--- config.mk ---
export PLATFORM = sky130hd
export DESIGN_NAME = gbfw_window
export DESIGN_NICKNAME = d
export VERILOG_FILES = /design/src/hw/rtl/gbfw_pkg.sv /design/src/hw/rtl/gbfw_window.sv
export SDC_FILE = /design/constraint.sdc
export NUM_CORES = 1
export LEC_CHECK = 0
export BUFFER_PORTS_ARGS = -buffer_cell sky130_fd_sc_hd__clkbuf_2
export CAP_MARGIN = 20
export CORE_ASPECT_RATIO = 2
export CORE_UTILIZATION = 56
export CTS_CLUSTER_DIAMETER = 100
export DETAILED_ROUTE_END_ITERATION = 8
export PLACE_DENSITY = 0.84
export SETUP_SLACK_MARGIN = 0.1
export SLEW_MARGIN = 20
export SYNTH_ARGS = -nofsm -noshare
export SYNTH_HDL_FRONTEND = slang
export SYNTH_SLANG_ARGS = --single-unit
--- constraint.sdc ---
create_clock -name i_clk -period 9.1 [get_ports i_clk]
set_clock_uncertainty 0.2 [all_clocks]
set_input_delay 1.82 -clock i_clk [delete_from_list [all_inputs] [get_ports i_clk]]
set_output_delay 1.82 -clock i_clk [all_outputs]
set_load 0.005 [all_outputs]
--- src/hw/rtl/gbfw_pkg.sv ---
// Package for the 2bpp block framebuffer writer.
// Holds the command and result words and the action codes; no dependencies.
package gbfw_pkg;

    // Action codes carried in a command word
    localparam logic [1:0] ACT_WRITE  = 2'd0;
    localparam logic [1:0] ACT_READ   = 2'd1;
    localparam logic [1:0] ACT_WINDOW = 2'd2;
    localparam logic [1:0] ACT_NONE   = 2'd3;

    // Configuration register indexes
    localparam logic [1:0] CFG_PANEL_WIDTH  = 2'd0;
    localparam logic [1:0] CFG_PANEL_HEIGHT = 2'd1;

    // Reset values of the configuration registers
    localparam logic [8:0] PANEL_WIDTH_RST  = 9'd300;
    localparam logic [8:0] PANEL_HEIGHT_RST = 9'd400;

    // Command word
    typedef struct packed {
        logic [1:0]         action;
        logic signed [15:0] pos_x;
        logic signed [15:0] pos_y;
        logic [1:0]         gray;
        logic [8:0]         rect_width;
        logic [8:0]         rect_height;
        logic [7:0]         read_row;
        logic [7:0]         read_column;
    } t_in_word;

    // Result word
    typedef struct packed {
        logic [7:0] read_data;
        logic       window_valid;
        logic [7:0] column_start;
        logic [7:0] column_end;
        logic [7:0] row_start;
        logic [7:0] row_end;
    } t_out_word;

    // Controller address window
    typedef struct packed {
        logic       valid;
        logic [7:0] column_start;
        logic [7:0] column_end;
        logic [7:0] row_start;
        logic [7:0] row_end;
    } t_win_addr;

endpackage

--- src/hw/rtl/gbfw_window.sv ---
// Window address unit: logical rectangle to controller column/row addresses.
// Depends on gbfw_pkg (t_in_word, t_win_addr). One register stage.
module gbfw_window (
    input  logic                i_clk,
    input  logic                i_load,
    input  gbfw_pkg::t_in_word  i_item,
    output gbfw_pkg::t_win_addr o_win
);

    // x / 6 is (x >> 1) / 3; n / 3 == (n * 43691) >> 17 for any n below 2^17
    localparam logic [15:0] DIV3_MUL   = 16'hAAAB;
    localparam int          DIV3_SHIFT = 17;
    localparam logic [7:0]  COL_OFFSET = 8'd5;

    logic        n_valid;
    logic [15:0] n_x_end;
    logic [15:0] n_y_end;

    logic        r_valid;
    logic [30:0] r_prod_start;
    logic [30:0] r_prod_end;
    logic [7:0]  r_row_start;
    logic [7:0]  r_row_end;

    // Validity and far corners
    always_comb begin
        n_valid = (i_item.rect_width != 9'd0) && (i_item.rect_height != 9'd0)
                  && !i_item.pos_x[15] && !i_item.pos_y[15];
        n_x_end = i_item.pos_x + 16'(i_item.rect_width) - 16'd1;
        n_y_end = i_item.pos_y + 16'(i_item.rect_height) - 16'd1;
    end

    // Reciprocal multiplies and row halving, registered
    always_ff @(posedge i_clk) begin
        if (i_load) begin
            r_valid      <= n_valid;
            r_prod_start <= 31'(i_item.pos_x[15:1]) * 31'(DIV3_MUL);
            r_prod_end   <= 31'(n_x_end[15:1]) * 31'(DIV3_MUL);
            r_row_start  <= i_item.pos_y[8:1];
            r_row_end    <= n_y_end[8:1];
        end
    end

    // Offset columns; an invalid window reports all zeros
    always_comb begin
        o_win.valid        = r_valid;
        o_win.column_start = r_valid ? 8'(r_prod_start[30:DIV3_SHIFT]) + COL_OFFSET : 8'd0;
        o_win.column_end   = r_valid ? 8'(r_prod_end[30:DIV3_SHIFT]) + COL_OFFSET : 8'd0;
        o_win.row_start    = r_valid ? r_row_start : 8'd0;
        o_win.row_end      = r_valid ? r_row_end : 8'd0;
    end

endmodule

==> metrics.md <==
| Metric | Value |
|---|---|
| Status | `completed` |
| ANT nets after route | `0` |
| GR Util met1 | `20.6%` |
| Final hold slack | `around 1.5 ns` |
| H-tree depth | `2` |
| Asr flop ratio synth | `0%` |
| Placement row count | `64` |
| RSZ-0062 raised after global routing | `no` |
| Via count | `6672` |
| Worst Hold End | `r_row_start[0]` |
| Initial antenna violation count | `0` |
| Post-synth EDFFs | `33` |
| P&R area growth vs syn | `12.6%` |
| Worst setup EP type | `flip-flop` |
| Remaining global-route overflow | `0` |
| Global-route wire length before repair | `33500 um` |
| Crit-path max cell delay | `0.54 ns` |
| Slowest CP cell | `fa_1` |
| Multi-input gate area | `~7000 um^2` |
| Grt met2 use | `55.8%` |
| Slew Viols, Final | `0` |
| Initial Util | `57.5%` |
| Slew @ Worst Pin | `0.851 ns` |
| Fin crit share | `96.4%` |
| Most frequent cells in the layout | `inv_1 (258), ha_1 (194), fa_1 (118)` |
| Drt via density | `5.49` |
| Final Setup Violations | `0` |
| Synth Instances | `between 900 and 1000` |
| Die area | `approximately 16000 um^2` |
| Aggregate global-route resource usage | `27.0%` |
| Diodes inserted | `0` |
| Max Cap Violations | `0` |
| Most common cell after layout, fill and taps aside | `inv_1` |
| Critical path's most frequent cell | `ha_1` |
| Routed wire length | `20800 um` |
| Minimum clock period | `between 8 and 9 ns` |
| Path category of the worst min-delay check | `input port to flip-flop` |
| Register area share after synthesis | `11.3%` |
| Hold path startpoint | `i_item[37]` |
| Synth Cell Area | `approximately 8800 um^2` |
| CP Data Required Time | `8.92 ns` |
| DRC errors left | `0` |
| Dominant synthesized flop cell | `edfxtp_1` |
| Width of the die | `90.6 um` |
| Yosys warning count | `0` |
| Share of layout cells above drive strength 1 | `14.5%` |
| CTS Sinks | `33` |
| Setup crit start kind | `input port` |
| Clk slew on worst S/H paths | `0.05 ns` |
| Syn_area_per_cell | `9.77 um^2` |
| Port buffer count | `78` |
| Gp weighted congestion | `0.931` |
| Crit Path Max Fanout | `4` |
| Die Height | `179 um` |
| Unique masters post-synth | `51` |
| Boundary Pins | `105` |
| Wirelength per Cell | `approximately 17 um` |
| DRC violation total after the first TritonRoute iteration | `199` |
| Fill cells | `1155` |
| Cts hold-fix bufs | `0` |
| Drt first pass iters | `4` |
| Mapped Nets | `1287` |
| Clock buffer depth | `2` |
| Number of global-route vias before repair | `~7600` |
| Inserted Clock Buffers | `5` |
| Hold Fails Final Rpt | `0` |
| CORE AREA | `15300 um^2` |
| Clk root buf | `clkbuf_16` |
| Setup CP Type | `input port to flip-flop` |
| Met3 GRT Util | `2.59%` |
| Final #Nets | `1403` |
| Worst rel slew slack | `43.3%` |
| Peak Freq | `0.114 GHz` |
| Worst slack, placed | `-0.307 ns` |
| Crit path DAT | `between 8 and 9 ns` |
| Worst Hold Path Cells | `1` |
| Worst Slack Setup Final | `0.324 ns` |
| TritonCTS clock tree | `yes` |
| Global route hottest layer | `met2` |
| DP Wirelength | `18700 um` |
| Storage element area | `991 um^2` |
| Pin count of the biggest net entering global routing | `34` |
| Seq cells post-synth | `33` |
[cell families (layout without fill, tap and decap cells)]
group	Yosys count	in the layout	synth area share (%)
and+or+nand+nor	115	115	7.15
adders and majority gates	314	314	54.8
DFF	33	33	11.3
xor gates and xnor gates	61	61	6.28
buffers and inverters	266	383	11.4
AOI/OAI and AO/OA	110	110	8.89
muxes	2	2	0.228
[worst max-delay path: cells and delay by family]
family	cells	cell delay (ns)
AOI/OAI and AO/OA	11	1.84
buffers and inverters	8	0.75
adders and majority gates	10	3.90
and+or+nand+nor	2	0.29
[metal layers]
| layer | wire length (um) | vias up |
|---|---|---|
| met5 | 0 | - |
| met2 | 12100 | 187 |
| met4 | 2300 | 0 |
| met1 | 6070 | 3223 |
| met3 | 400 | 134 |
| li1 | - | 3128 |
[synthesized netlist by cell type, types with 4 or more instances]
library cell / count / area (um^2)
xor2_1: 18 / 158
o21bai_1: 6 / 45.0
nor2_1: 18 / 67.6
clkbuf_1: 7 / 26.3
nand3_1: 12 / 60.1
ha_1: 195 / 2440
a21oi_1: 27 / 135
edfxtp_1: 33 / 991
fa_1: 119 / 2380
a21o_1: 19 / 143
nor3_1: 11 / 55.1
a211oi_1: 8 / 60.1
nand2_1: 14 / 52.6
nor2b_1: 6 / 37.5
inv_1: 258 / 968
and2_1: 31 / 194
a22oi_1: 4 / 30.0
o21a_1: 5 / 37.5
o21ai_0: 17 / 85.1
nor4_1: 4 / 25.0
xnor2_1: 42 / 368
[state kept, by name (all words and copies together), names as in the netlist]
name	cells
r_prod_end	8
r_prod_start	8
r_row_end	8
r_row_start	8
r_valid	1
[what timing repair did]
action | CTS | global route
gates resized for setup | 2 | 13
cloned | 0 | 0
setup endpoints to repair | 4 | 7
pin swaps | 2 | 2
buffers inserted | 0 | 1
[how the worst max path moves through the flow]
stage                    start             end  slack (ns)  depth (start not counted)
floorplan           i_item[26]  r_prod_end[23]        0.34                         27
global placement    i_item[26]  r_prod_end[23]       -0.16                         28
detailed placement  i_item[53]  r_prod_end[23]       -0.31                         28
CTS                 i_item[53]  r_prod_end[22]        0.15                         32
global route        i_item[53]  r_prod_end[20]        0.08                         33
finish              i_item[53]  r_prod_end[22]        0.32                         31
[layout make-up]
cell class              count  share of cell area (%)
repair buffers            117                    6.89
clock buffers               5                    1.26
clock inverters             3                   0.177
inverters                 258                    9.77
well taps                 198                    2.50
flip-flops and latches     33                    10.0
multi-input cells         602                    69.4
[metrics by stage]
step / TNS [ns] / cell area [um^2] / cells / utilization, %
after floorplan: 0 / 8800 / 901 / -
after global placement: -0.699 / 9690 / 1207 / 63.4
after detailed placement: -1.41 / 9690 / 1207 / 63.4
after CTS: 0 / 9840 / 1215 / 64.3
after global routing: 0 / 9910 / 1216 / 64.8
final: 0 / 9910 / 1216 / 64.8
Power is left out: the tool's default activity adds up to more than one toggle a clock period on the data nets, which glitch-free logic cannot reach.
